--- src/rtl/core/scrh_pkg.sv ---
// types, codes and the alternate phoneme table of the speech register block
package scrh_pkg;

  typedef enum logic [1:0] {
    CMD_REG_WR = 2'd0,
    CMD_REG_RD = 2'd1,
    CMD_ALT_WR = 2'd2,
    CMD_DONE   = 2'd3
  } cmd_t;

  localparam logic [2:0] ADDR_DURATION   = 3'd0;
  localparam logic [2:0] ADDR_INFLECTION = 3'd1;
  localparam logic [2:0] ADDR_RATE       = 3'd2;
  localparam logic [2:0] ADDR_CONTROL    = 3'd3;

  localparam logic [7:0] PCR_ALT_DONE = 8'hB0;
  localparam logic [7:0] PCR_HOLD     = 8'h0C;
  localparam int         CtrlBit      = 7;

  typedef struct packed {
    logic       request_pin;
    logic       play_start;
    logic [5:0] phoneme_code;
    logic       cpu_irq_set;
    logic       cpu_irq_clear;
    logic       flag_peripheral_set;
    logic       flag_alt_set;
    logic       flag_alt_clear;
  } result_t;

  localparam logic [5:0] ALT_MAP [64] = '{
    6'h02, 6'h0A, 6'h0B, 6'h00, 6'h28, 6'h08, 6'h08, 6'h2F,
    6'h0E, 6'h07, 6'h07, 6'h07, 6'h37, 6'h38, 6'h24, 6'h33,
    6'h32, 6'h32, 6'h2F, 6'h10, 6'h39, 6'h0F, 6'h13, 6'h13,
    6'h20, 6'h29, 6'h25, 6'h2C, 6'h26, 6'h34, 6'h25, 6'h30,
    6'h08, 6'h09, 6'h03, 6'h1B, 6'h0E, 6'h27, 6'h11, 6'h07,
    6'h16, 6'h05, 6'h28, 6'h1D, 6'h01, 6'h23, 6'h0C, 6'h0D,
    6'h10, 6'h1A, 6'h19, 6'h18, 6'h11, 6'h11, 6'h14, 6'h14,
    6'h35, 6'h36, 6'h1C, 6'h0A, 6'h01, 6'h10, 6'h00, 6'h00
  };

endpackage

--- src/rtl/core/scrh_exec.sv ---
// chip register file, request logic and per-item result decode
module scrh_exec (
  input  logic                 clk,
  input  logic                 rst_n,
  input  logic                 in_fire,
  input  logic                 card_kind,
  input  scrh_pkg::cmd_t       command,
  input  logic [2:0]           reg_addr,
  input  logic [7:0]           write_data,
  input  logic [7:0]           port_control,
  output scrh_pkg::result_t    res_nxt
);
  import scrh_pkg::*;

  logic [7:0] duration_phoneme_r, duration_phoneme_nxt;
  logic [7:0] inflection_r, inflection_nxt;
  logic [7:0] rate_inflection_r, rate_inflection_nxt;
  logic [7:0] control_amp_r, control_amp_nxt;
  logic [7:0] filter_r, filter_nxt;
  logic [1:0] latched_mode_r, latched_mode_nxt;
  logic       request_flag_r, request_flag_nxt;
  logic       alt_pending_r, alt_pending_nxt;

  always_comb begin
    duration_phoneme_nxt = duration_phoneme_r;
    inflection_nxt       = inflection_r;
    rate_inflection_nxt  = rate_inflection_r;
    control_amp_nxt      = control_amp_r;
    filter_nxt           = filter_r;
    latched_mode_nxt     = latched_mode_r;
    request_flag_nxt     = request_flag_r;
    alt_pending_nxt      = alt_pending_r;
    res_nxt              = '0;

    unique case (command)
      CMD_REG_WR: begin
        unique case (reg_addr)
          ADDR_DURATION: begin
            res_nxt.cpu_irq_clear = card_kind;
            request_flag_nxt      = 1'b0;
            duration_phoneme_nxt  = write_data;
            res_nxt.play_start    = 1'b1;
            res_nxt.phoneme_code  = write_data[5:0];
          end
          ADDR_INFLECTION: inflection_nxt = write_data;
          ADDR_RATE:       rate_inflection_nxt = write_data;
          ADDR_CONTROL: begin
            // falling control bit latches the duration mode
            if (control_amp_r[CtrlBit] && !write_data[CtrlBit]) begin
              latched_mode_nxt = duration_phoneme_r[7:6];
              request_flag_nxt = 1'b0;
            end
            control_amp_nxt = write_data;
          end
          default: filter_nxt = write_data;
        endcase
      end
      CMD_REG_RD: ;
      CMD_ALT_WR: begin
        alt_pending_nxt        = 1'b1;
        res_nxt.flag_alt_clear = 1'b1;
        res_nxt.play_start     = 1'b1;
        res_nxt.phoneme_code   = ALT_MAP[write_data[5:0]];
      end
      CMD_DONE: begin
        if (!alt_pending_r) begin
          request_flag_nxt = 1'b1;
          if (latched_mode_r != 2'd0) begin
            if (!card_kind) begin
              res_nxt.flag_peripheral_set = !port_control[0];
              if (port_control == PCR_HOLD) request_flag_nxt = 1'b0;
            end else begin
              res_nxt.cpu_irq_set = 1'b1;
            end
          end
        end else if (port_control == PCR_ALT_DONE) begin
          res_nxt.flag_alt_set = 1'b1;
          alt_pending_nxt      = 1'b0;
        end
      end
      default: ;
    endcase

    res_nxt.request_pin = request_flag_nxt;
  end

  always_ff @(posedge clk) begin
    if (!rst_n) begin
      duration_phoneme_r <= '0;
      inflection_r       <= '0;
      rate_inflection_r  <= '0;
      control_amp_r      <= '0;
      filter_r           <= '0;
      latched_mode_r     <= '0;
      request_flag_r     <= 1'b0;
      alt_pending_r      <= 1'b0;
    end else if (in_fire) begin
      duration_phoneme_r <= duration_phoneme_nxt;
      inflection_r       <= inflection_nxt;
      rate_inflection_r  <= rate_inflection_nxt;
      control_amp_r      <= control_amp_nxt;
      filter_r           <= filter_nxt;
      latched_mode_r     <= latched_mode_nxt;
      request_flag_r     <= request_flag_nxt;
      alt_pending_r      <= alt_pending_nxt;
    end
  end

endmodule

--- src/rtl/core/scrh_out_reg.sv ---
// result register of the speech register block
module scrh_out_reg (
  input  logic               clk,
  input  logic               rst_n,
  input  logic               load,
  input  scrh_pkg::result_t  res_nxt,
  input  logic               out_ready,
  output logic               out_valid,
  output scrh_pkg::result_t  res
);
  import scrh_pkg::*;

  logic    out_valid_r;
  result_t res_r;

  always_ff @(posedge clk) begin
    if (!rst_n) begin
      out_valid_r <= 1'b0;
    end else if (load) begin
      out_valid_r <= 1'b1;
    end else if (out_ready) begin
      out_valid_r <= 1'b0;
    end
  end

  always_ff @(posedge clk) begin
    if (load) begin
      res_r <= res_nxt;
    end
  end

  assign out_valid = out_valid_r;
  assign res       = res_r;

endmodule

--- src/rtl/core/speech_chip_register_handshake_core.sv ---
// top level of the speech chip register and handshake block
// Register and handshake front end of a phoneme speech chip. Each input item
// is a register write, a register read, an alternate phoneme port write or a
// phoneme complete event, and yields exactly one result item: the request pin
// after the item, an optional phoneme start with its 6-bit code, and the
// interrupt and flag strobes. An item is decoded and the chip registers are
// updated in the cycle it is accepted; its result shows on the out_ side in the
// cycle after from a single result register. Throughput is one item per
// cycle: the input is ready whenever the result register is empty or its
// item is being taken in the same cycle, so the result register is the only
// point where the two sides wait on each other.
// card_kind is to be written through cfg_we/cfg_wdata while no item is in flight; not enforced.
module speech_chip_register_handshake_core (
  input  logic       clk,
  input  logic       rst_n,
  // configuration
  input  logic       cfg_we,
  input  logic       cfg_wdata,
  // input items
  input  logic       in_valid,
  output logic       in_ready,
  input  logic [1:0] in_command,
  input  logic [2:0] in_reg_addr,
  input  logic [7:0] in_write_data,
  input  logic [7:0] in_port_control,
  // result items
  output logic       out_valid,
  input  logic       out_ready,
  output logic       out_request_pin,
  output logic       out_play_start,
  output logic [5:0] out_phoneme_code,
  output logic       out_cpu_irq_set,
  output logic       out_cpu_irq_clear,
  output logic       out_flag_peripheral_set,
  output logic       out_flag_alt_set,
  output logic       out_flag_alt_clear
);
  import scrh_pkg::*;

  logic    card_kind_r;
  logic    in_fire;
  result_t res_nxt;
  result_t res;

  // card type, pin also drives the cpu interrupt when set
  always_ff @(posedge clk) begin
    if (!rst_n) begin
      card_kind_r <= 1'b0;
    end else if (cfg_we) begin
      card_kind_r <= cfg_wdata;
    end
  end

  // accept when the result slot is free or drains this cycle
  assign in_ready = !out_valid || out_ready;
  assign in_fire  = in_valid && in_ready;

  scrh_exec u_exec (
    .clk          (clk),
    .rst_n        (rst_n),
    .in_fire      (in_fire),
    .card_kind    (card_kind_r),
    .command      (cmd_t'(in_command)),
    .reg_addr     (in_reg_addr),
    .write_data   (in_write_data),
    .port_control (in_port_control),
    .res_nxt      (res_nxt)
  );

  scrh_out_reg u_out (
    .clk       (clk),
    .rst_n     (rst_n),
    .load      (in_fire),
    .res_nxt   (res_nxt),
    .out_ready (out_ready),
    .out_valid (out_valid),
    .res       (res)
  );

  // result fields out to their own ports
  assign out_request_pin         = res.request_pin;
  assign out_play_start          = res.play_start;
  assign out_phoneme_code        = res.phoneme_code;
  assign out_cpu_irq_set         = res.cpu_irq_set;
  assign out_cpu_irq_clear       = res.cpu_irq_clear;
  assign out_flag_peripheral_set = res.flag_peripheral_set;
  assign out_flag_alt_set        = res.flag_alt_set;
  assign out_flag_alt_clear      = res.flag_alt_clear;

endmodule

--- config.mk ---
export PLATFORM = sky130hd
export DESIGN_NAME = speech_chip_register_handshake_core
export DESIGN_NICKNAME = d
export VERILOG_FILES = /design/src/rtl/core/scrh_pkg.sv /design/src/rtl/core/scrh_exec.sv /design/src/rtl/core/scrh_out_reg.sv /design/src/rtl/core/speech_chip_register_handshake_core.sv
export SDC_FILE = /design/constraint.sdc
export NUM_CORES = 1
export LEC_CHECK = 0
export ABC_AREA = 1
export BUFFER_PORTS_ARGS = -buffer_cell sky130_fd_sc_hd__buf_2
export CAP_MARGIN = 0
export CORE_ASPECT_RATIO = 1.2
export CORE_MARGIN = 4
export CORE_UTILIZATION = 45
export CTS_CLUSTER_SIZE = 10
export DETAILED_ROUTE_END_ITERATION = 6
export GPL_TIMING_DRIVEN = 0
export PLACE_DENSITY = 0.69
export SLEW_MARGIN = 10
export SYNTH_ARGS = -nofsm -noshare
export SYNTH_HDL_FRONTEND = slang
export SYNTH_SLANG_ARGS = --single-unit
export TNS_END_PERCENT = 10
--- constraint.sdc ---
create_clock -name clk -period 3.1 [get_ports clk]
set_clock_uncertainty 0.1 [all_clocks]
set_input_delay 0.31 -clock clk [delete_from_list [all_inputs] [get_ports clk]]
set_output_delay 0.31 -clock clk [all_outputs]
set_load 0.01 [all_outputs]
== After elaboration in Yosys (flattened, before gate mapping) ==
Memories as Yosys holds them, arrays and structs flattened.
Cells that the tools add are included.

* Bits in registers: 35
* Bits in read-only memories: 384
* Input port bits: 27
* Output and inout port bits: 15
* Word-level logic and storage cells: 63
* Memories kept: 1

{| class="wikitable"
|+ Memory list
! name !! depth !! bits a word !! read ports !! clocked after Yosys merged registers in !! write ports !! line !! source
|-
| (name not given) || 64 || 6 || 1 || 0 || 0 || scrh_exec.sv:63 || <nowiki>res_nxt.phoneme_code = ALT_MAP[write_data[5:0]];</nowiki>
|}

* Order comparisons: 1
* Equal/unequal tests: 5
* Multiplexer cells: 19
* Bitwise gates (word level): 3
* Reductions and logical operators: 19

{| class="wikitable"
|+ Operators with widths
! cell !! number
|-
| $pmux W7 S2 || 1
|-
| $mux W1 || 12
|-
| $mux W6 || 2
|-
| $eq A8 B4 Y1 const B || 1
|-
| $eq A8 B8 Y1 const B || 1
|-
| $ge A7 B7 Y1 const B || 1
|-
| $mux W7 || 1
|-
| $not A6 Y7 || 1
|-
| $pmux W1 S2 || 3
|-
| $reduce_and A2 Y1 || 3
|-
| $reduce_and A3 Y1 || 2
|-
| $reduce_bool A2 Y1 || 3
|-
| $eq A2 B2 Y1 const B || 2
|-
| $reduce_and A4 Y1 || 1
|-
| $reduce_or A4 Y1 || 1
|-
| $eq A3 B2 Y1 const B || 1
|-
| $logic_not A1 Y1 || 3
|-
| $logic_not A3 Y1 || 1
|-
| $reduce_or A3 Y1 || 1
|-
| $logic_and A1 B1 Y1 || 2
|-
| $logic_not A2 Y1 || 1
|-
| $not A1 Y1 || 2
|-
| $logic_or A1 B1 Y1 || 1
|}

== Logic depth before layout (Yosys ltp) ==
Gate-level depths: netlist of run 1.

* Depth after elaboration: 6
* Gate-level depth with buffers: 12
* Depth with buffers taken out: 11

== Modules after synthesis ==
A second synthesis of run 1 with hierarchy kept.

* Cells, all modules: 267
* Area total of the unflattened synthesis: 1,773.0 sq um

{| class="wikitable"
|+ Modules (own cells, without submodules)
! module !! times used !! cells an instance !! area an instance (sq um) !! sequential area each (sq um)
|-
| scrh_exec || 1 || 239 || 1,282.5 || 140.1
|-
| scrh_out_reg || 1 || 19 || 434.2 || 410.4
|-
| speech_chip_register_handshake_core || 1 || 9 || 56.3 || 20.0
|}

== Worst setup path after synthesis of run 1 ==
Ideal clock, no wire load.

* Kind: input -> register
* From: input port in_write_data[1]
* To: register u_out.res_r, in the netlist u_out.res[5], data pin
* Setup time: 0.253 ns
* Data arrival time: 1.246 ns
* Required time: 2.747 ns
* Path slack: 1.501 ns
* Cell stages on the path: 10
* Buffers on the path: 0
* Path through: inv_1 ha_1 nor2_1 nor2_2 o21ai_0 nand2_1 nand2_1 nand2_1 nand3_1 nand2_1

{| class="wikitable"
|+ RTL lines
! item !! line !! source
|-
| from (decl) || speech_chip_register_handshake_core.sv:24 || <nowiki>input logic [7:0] in_write_data,</nowiki>
|-
| to (signal assigned) || scrh_out_reg.sv:28 || <nowiki>res_r <= res_nxt;</nowiki>
|-
| to (decl) || scrh_out_reg.sv:14 || <nowiki>result_t res_r;</nowiki>
|}

==> summary.md, run 1 <==
| Metric | Value |
|---|---|
| Worst slew pin tran | 0.547 ns |
| DR vias | 1,728 |
| Share of cells above drive strength 1 | between 10% and 20% |
| Worst Hold Class | primary input to flop |
| CP endpoint kind | flop |
| Post-synthesis adder-cell area fraction | just over 8% |
| ANT cells | 0 |
| Clk buf depth | 2 |
| DP Cell Count | ~350 |
| Post-synth EDFFs | 13 |
| Worst r2r path cells | 8 |
| Reg2Reg Capture Point | u_exec.latched_mode_r[0] |
| Worst path cell trace | buf_2 -> inv_1 -> ha_1 -> nor2_1 -> nor2_2 -> o21ai_0 -> nand2_1 -> nand2_1 -> nand2_1 -> nand3_1 -> nand2_1 |
| Min Tclk post-route | 1.79 ns |
| Seq/Total Area, Yosys | 33.6% |
| DR iter-0 viols | between 60 and 70 |
| Residual DRC | 0 |
| Post-synthesis xor/xnor area fraction | 0% |
| Cell mode on critical path | nand2_1 |
| Hold Fails Final Rpt | 0 |
| Cell count after synthesis | 257 |
| Total power | 0.700 mW |
| WS Path Type | primary input to flop |
| CTS HTree Levels | 1 |
| Hold Slack | between 0.15 and 0.2 ns |
| Total congestion overflow | 0 |
| TritonCTS Buffers | 3 |
| Final setup viols | 0 |
| Vias in the first global route | around 1,500 |
| Post-synth top area share | a little under a quarter |
| Die width | 64.1 um |
| Critical Path Fanout Max | 9 |
| HP Start | cfg_wdata |
| Cell variety after synth | 24 |
| Clock latency on the worst-skew pair | 0.25 ns |
| Yosys reg bits | 22 |
| Fillers | 384 |
| Critical Path RT | 3.02 ns |
| First-pass iteration count of the detailed router | 4 |
| Cell Pwr Density | 347 nW/um^2 |
| TritonCTS clock tree | done |
| Total track usage | between 15 and 20% |
| Most frequent cells in the layout | 78 x nand2_1, 43 x buf_2, 33 x nand3_1, 30 x inv_1, 28 x nor2_1 |
| DIE AREA | around 4800 um^2 |
| Worst vdd ir | ~160 uV |
| Io pins | 42 |
| Main combinational cell family by area after synthesis | simple AND/OR/NAND/NOR gates |
| Yosys top cell by area | edfxtp_1 |
| Clock share of power | between 20 and 30% |
| Slew Limit Fails | 0 |
| Net Sw Frac | 28.2% |
| Synth Area in Simple Gates | 38.6% |
| Slowest stage delay, CP | around 0.33 ns |
| Clock root cell | clkbuf_8 |
| RSZ-0062 raised after global routing | no |
| Initial Util | 46.8% |
| Arr. time, crit path | 1.71 ns |
| Largest net degree at the start of global routing | 17 |
| Setup ws final | about 1.3 ns |
| Pleak | 1.04 nW |
| Compound-cell area share of the yosys netlist | 8.90% |
| CTS Hold Buffers Added | 0 |
| Final core occ | 55.5% |
| I/O Buffers | 39 |
| Slowest library cell on the worst path | ha_1 |
| Sink Count | 22 |
| Net switching power figure | 0.198 mW |
| Area of the mapped netlist | 1700 um^2 |
| Dpl cell area | between 1500 and 2000 um^2 |
| Sequential share of power | between 40% and 50% |
| F_max | 558 MHz |
| Final TNS setup | 0 ns |
| Tcrit/Tclk final | 57.8% |
| Rows | 24 |
| CP Launch Type | primary input |
| Combinational power share | about a quarter |
| Leading cell type in the layout, fill and taps excluded | nand2_1 |
| Finished layout cell area | about 2000 um^2 |
| Gates resized, CTS repair | 0 |
| Post-route antenna net violation count | 0 |
| Wire per inst | 11.3 um |
| Clock-pin slew on the worst setup and hold paths | about 0.08 ns |
| Hold-critical path endpoint | card_kind_r |
| Int Pwr | 0.502 mW |
| R2R Path Start | u_out.out_valid |
| Post-synth ARST share | 0% |
| Vias per cell | approximately 5 |
| Worst Hold Depth | 3 |
| Total wire length | 3.97 mm |
| Max-slew headroom at the worst pin | 63.5% |
| Synth area leaders | edfxtp_1 23%, nand2_1 17%, dfxtp_1 11% |
| Post-DP HPWL | 3.12 mm |
| Area Overhead vs Synth | 18.5% |
| Post-synth net total | 295 |
| Synth Flop Type | edfxtp_1 |
| Syn_area_per_cell | about 6.6 um^2 |
| First-pass GRT wire length | 6.42 mm |
| Die Span Y | roughly 75 um |
| Count of non-filler cells in the finished layout | approximately 350 |
| # nets final | 339 |
| Initial antenna violation count | 0 |
| Max-Cap Viols | 0 |
| Reg2reg setup slack | around 1.4 ns |
| Placement Setup Slack | 1.07 ns |
| Status | finished, final reports clean |
| Syn. warnings | 0 |
| Core Region | 3630 um^2 |
| Post-CTS Repair Setup Buffers | 0 |
| RePlAce Congestion | 0.892 |
| Mux cell area share after synthesis | 0% |
==> synth_stat cells (2+ instances only) <==
cell      number
ha_1          11
inv_1         30
inv_2          2
nand2_1       78
nor2_1        28
o211ai_1       2
buf_6          3
nand4_1        3
nand3_1       33
nor3_1         3
buf_2          4
nor2_2         2
nor3b_1        2
nand2_2        3
dfxtp_1        9
edfxtp_1      13
o21ai_0       15
a21oi_1       10
==> critical path: cells and delay by family <==
kind	cells	cell delay, ns
compound gates	1	0.07
buf+inv	2	0.43
fa+ha+maj	1	0.33
simple gates	7	0.56
==> metal layers <==
layer	vias to the layer above	global-route usage, %	wire, um
met1	757	22.0	1750
met2	49	27.4	1940
li1	916	-	-
met4	0	6.81	74
met5	-	0	0
met3	6	2.06	198
==> registers in the layout, summed over array words and instances (netlist names) <==
| register | cells |
|---|---|
| u_out.res | 13 |
| u_exec.duration_phoneme_r | 2 |
| u_exec.latched_mode_r | 2 |
| card_kind_r | 1 |
| u_exec.alt_pending_r | 1 |
| u_exec.control_amp_r | 1 |
| u_exec.request_flag_r | 1 |
| u_out.out_valid | 1 |
==> layout make-up <==
class / instances / area, um^2 / share of cell area, %
Multi-Input combinational cell: 194 / 945 / 46.9
Sequential cell: 22 / 571 / 28.3
Timing Repair Buffer: 39 / 195 / 9.68
Inverter: 33 / 124 / 6.15
Tap cell: 52 / 65.1 / 3.23
Buffer: 8 / 61.3 / 3.04
Clock buffer: 4 / 55.1 / 2.73
==> worst max path at each step <==
stage | slack, ns | depth (start not counted) | end | startpoint
2_1_floorplan | 1.50 | 10 | u_out.res[5] | in_write_data[1]
3_3_place_gp | 1.04 | 11 | u_out.res[5] | in_write_data[1]
3_5_place_dp | 1.07 | 11 | u_out.res[5] | in_write_data[1]
4_1_cts | 1.34 | 11 | u_out.res[5] | in_write_data[1]
5_1_grt | 1.19 | 8 | u_exec.latched_mode_r[1] | u_out.out_valid
6_report | 1.31 | 11 | u_out.res[5] | in_write_data[1]
==> power groups by stage <==
stage / logic [mW] / registers [mW] / clock network (mW)
2_1_floorplan: 0.105 / 0.343 / 0
3_3_place_gp: 0.170 / 0.336 / 0
3_5_place_dp: 0.170 / 0.336 / 0
4_1_cts: 0.170 / 0.329 / 0.204
5_1_grt: 0.193 / 0.331 / 0.219
6_report: 0.171 / 0.329 / 0.199
==> cells by family (layout without fill, tap and decap cells) <==
logic type               after synthesis  after routing
AND/OR/NAND/NOR                      154            154
buffers and inverters                 41             84
AO/OA/AOI/OAI                         29             29
flip-flops                            22             22
adder cells (fa/ha/maj)               11             11
Power figures use the tool's default switching activity.
==> run 2: changes to the inputs <==
--- a/config.mk
+++ b/config.mk
@@ -14,7 +14,7 @@
 export CTS_CLUSTER_SIZE = 10
 export DETAILED_ROUTE_END_ITERATION = 6
 export GPL_TIMING_DRIVEN = 0
-export PLACE_DENSITY = 0.69
+export PLACE_DENSITY = 0.72
 export SLEW_MARGIN = 10
 export SYNTH_ARGS = -nofsm -noshare
 export SYNTH_HDL_FRONTEND = slang
==> constraint.sdc (replaced) <==
create_clock -name clk -period 1.6 [get_ports clk]
set_clock_uncertainty 0.1 [all_clocks]
set_input_delay 0.16 -clock clk [delete_from_list [all_inputs] [get_ports clk]]
set_output_delay 0.16 -clock clk [all_outputs]
set_load 0.01 [all_outputs]
==> summary.md, run 2 (synthesis results as in run 1) <==
| Metric | Value |
|---|---|
| Status | finished, violations left |
| Failing checks | setup timing |
| I/O Buffers | 39 (unchanged) |
| Total wire length | 3.80 mm (-4.3%) |
| Die Span Y | 75.3 um (unchanged) |
| Clock latency on the worst-skew pair | 0.26 ns (about the same) |
| Launch point of the critical path | in_write_data[1] |
| First-pass iteration count of the detailed router | 4 (unchanged) |
| Initial antenna violation count | 0 (unchanged) |
| CP Launch Type | primary input |
| DR iter-0 viols | 100 (+61%) |
| Rows | 24 (unchanged) |
| Max-slew headroom at the worst pin | 79.8% (+16 points) |
| Core Region | 3630 um^2 (unchanged) |
| DR vias | 1,721 (-0.41%) |
| RSZ-0062 raised after global routing | yes |
| Clock-pin slew on the worst setup and hold paths | 0.08 ns (about the same) |
| Share of cells above drive strength 1 | 20.3% (+0.60 points) |
| Min Tclk post-route | 1.63 ns |
| Setup ws final | -0.0265 ns (-1.33 ns) |
| Cell mode on critical path | nand2_1 |
| Largest net degree at the start of global routing | 17 (unchanged) |
| Clk buf depth | 2 (unchanged) |
| WS Path Type | primary input to flop |
| Worst path cell trace | buf_2 -> inv_1 -> ha_1 -> nor2_1 -> nor2_2 -> o21ai_0 -> nand2_1 -> nand2_1 -> nand2_1 -> nand3_1 -> nand2_1 |
| Fillers | 368 (-4.2%) |
| ANT cells | 0 (unchanged) |
| RePlAce Congestion | 0.926 (+3.8%) |
| TritonCTS clock tree | done |
| Cell Pwr Density | 667 nW/um^2 (+92%) |
| Final core occ | 55.8% (+0.31 points) |
| Hold Fails Final Rpt | 0 (unchanged) |
| Vias per cell | 4.88 (-0.69%) |
| Residual DRC | 0 (unchanged) |
| F_max | 615 MHz |
| DIE AREA | 4830 um^2 (unchanged) |
| Dpl cell area | 1960 um^2 (unchanged) |
| TritonCTS Buffers | 3 (unchanged) |
| # nets final | 340 (+0.29%) |
| Leading cell type in the layout, fill and taps excluded | nand2_1 |
| Die width | 64.1 um (unchanged) |
| Pleak | 1.04 nW (about the same) |
| Io pins | 42 (unchanged) |
| Slew Limit Fails | 0 (unchanged) |
| Wire per inst | 10.8 um (-4.6%) |
| Post-route antenna net violation count | 0 (unchanged) |
| CTS HTree Levels | 1 (unchanged) |
| First-pass GRT wire length | 6.36 mm (-0.97%) |
| Post-DP HPWL | 2.98 mm (-4.7%) |
| Vias in the first global route | 1,455 (-2.6%) |
| Reg2reg setup slack | 0.35 ns (-1.09 ns) |
| R2R Path Start | u_out.out_valid |
| Finished layout cell area | 2030 um^2 (+0.56%) |
| CP endpoint kind | flop |
| HP Start | cfg_wdata |
| Arr. time, crit path | 1.54 ns (-0.17 ns) |
| Total power | 1.35 mW (+93%) |
| Most frequent cells in the layout | 78 x nand2_1, 43 x buf_2, 33 x nand3_1, 29 x inv_1, 28 x nor2_1 |
| Max-Cap Viols | 0 (unchanged) |
| Worst Hold Class | primary input to flop |
| Sink Count | 22 (unchanged) |
| CTS Hold Buffers Added | 0 (unchanged) |
| Initial Util | 46.8% (unchanged) |
| Flip-flop count of the largest register after layout | 13 (unchanged) |
| Area Overhead vs Synth | 19.2% |
| Hold Slack | 0.0239 ns (-0.159 ns) |
| Clock root cell | clkbuf_8 |
| Total congestion overflow | 0 (unchanged) |
| Total track usage | 16.3% (-0.21 points) |
| Slowest library cell on the worst path | ha_1 |
| Critical Path RT | 1.51 ns (-1.51 ns) |
| Tcrit/Tclk final | 102% |
| Worst vdd ir | 280 uV (+80%) |
| Final setup viols | 1 (+1) |
| Slowest stage delay, CP | 0.32 ns (about the same) |
| Worst slew pin tran | 0.301 ns (-0.246 ns) |
| Critical Path Fanout Max | 9 (unchanged) |
-- run 2: through the flow --
stage	setup TNS, ns	instances	setup slack (ns)
after floorplan	0	257	0.0438
after global placement	-1.03	348	-0.290
after detailed placement	-1.05	348	-0.282
after CTS	-0.0157	352	-0.0157
after global routing	-0.289	353	-0.154
final	-0.0265	353	-0.0265
-- run 2: area by class of cell --
| cell class | count | area, um^2 | share of cell area (%) |
|---|---|---|---|
| buffer | 8 | 61.3 | 3.02 |
| clock buffer | 4 | 55.1 | 2.72 |
| inverter | 33 | 128 | 6.30 |
| multi-input combinational | 194 | 945 | 46.6 |
| sequential | 22 | 571 | 28.1 |
| tap | 52 | 65.1 | 3.21 |
| timing repair buffer | 40 | 203 | 10.0 |
-- run 2: power breakdown --
| part | switching [mW] | total, mW | internal (mW) |
|---|---|---|---|
| Combinational | 0.207 | 0.333 | 0.126 |
| Clock | 0.163 | 0.381 | 0.219 |
| Sequential | 0.00703 | 0.638 | 0.631 |
-- run 2: critical path: cells and delay by family --
kind / cells / cell delay [ns]
buf+inv: 2 / 0.42
fa+ha+maj: 1 / 0.32
simple gates: 7 / 0.57
compound gates: 1 / 0.07
-- run 2: routing by layer --
metal	routed length, um	global-route usage [%]	vias up	share of wire (%)
met1	1680	21.7	744	44
li1	-	-	922	-
met5	0	0	-	0
met3	232	2.06	2	6.1
met2	1850	27.7	53	49
met4	40	5.63	0	1.1
-- run 2: path summary, 6_finish.rpt --
| kind | end | depth (start not counted) |
|---|---|---|
| worst max register to register | u_out.res[0] | 4 |
| worst max-delay path | u_out.res[5] | 11 |
| worst min-delay path | card_kind_r | 3 |
| worst min register to register | u_exec.latched_mode_r[0] | 2 |
-- run 2: timing repair --
| item | 4_1_cts | 5_1_grt |
|---|---|---|
| setup buffers | 0 | 1 |
| setup endpoints to repair | 4 | 7 |
| gates resized for setup | 1 | 0 |
| pin swaps | 0 | 0 |
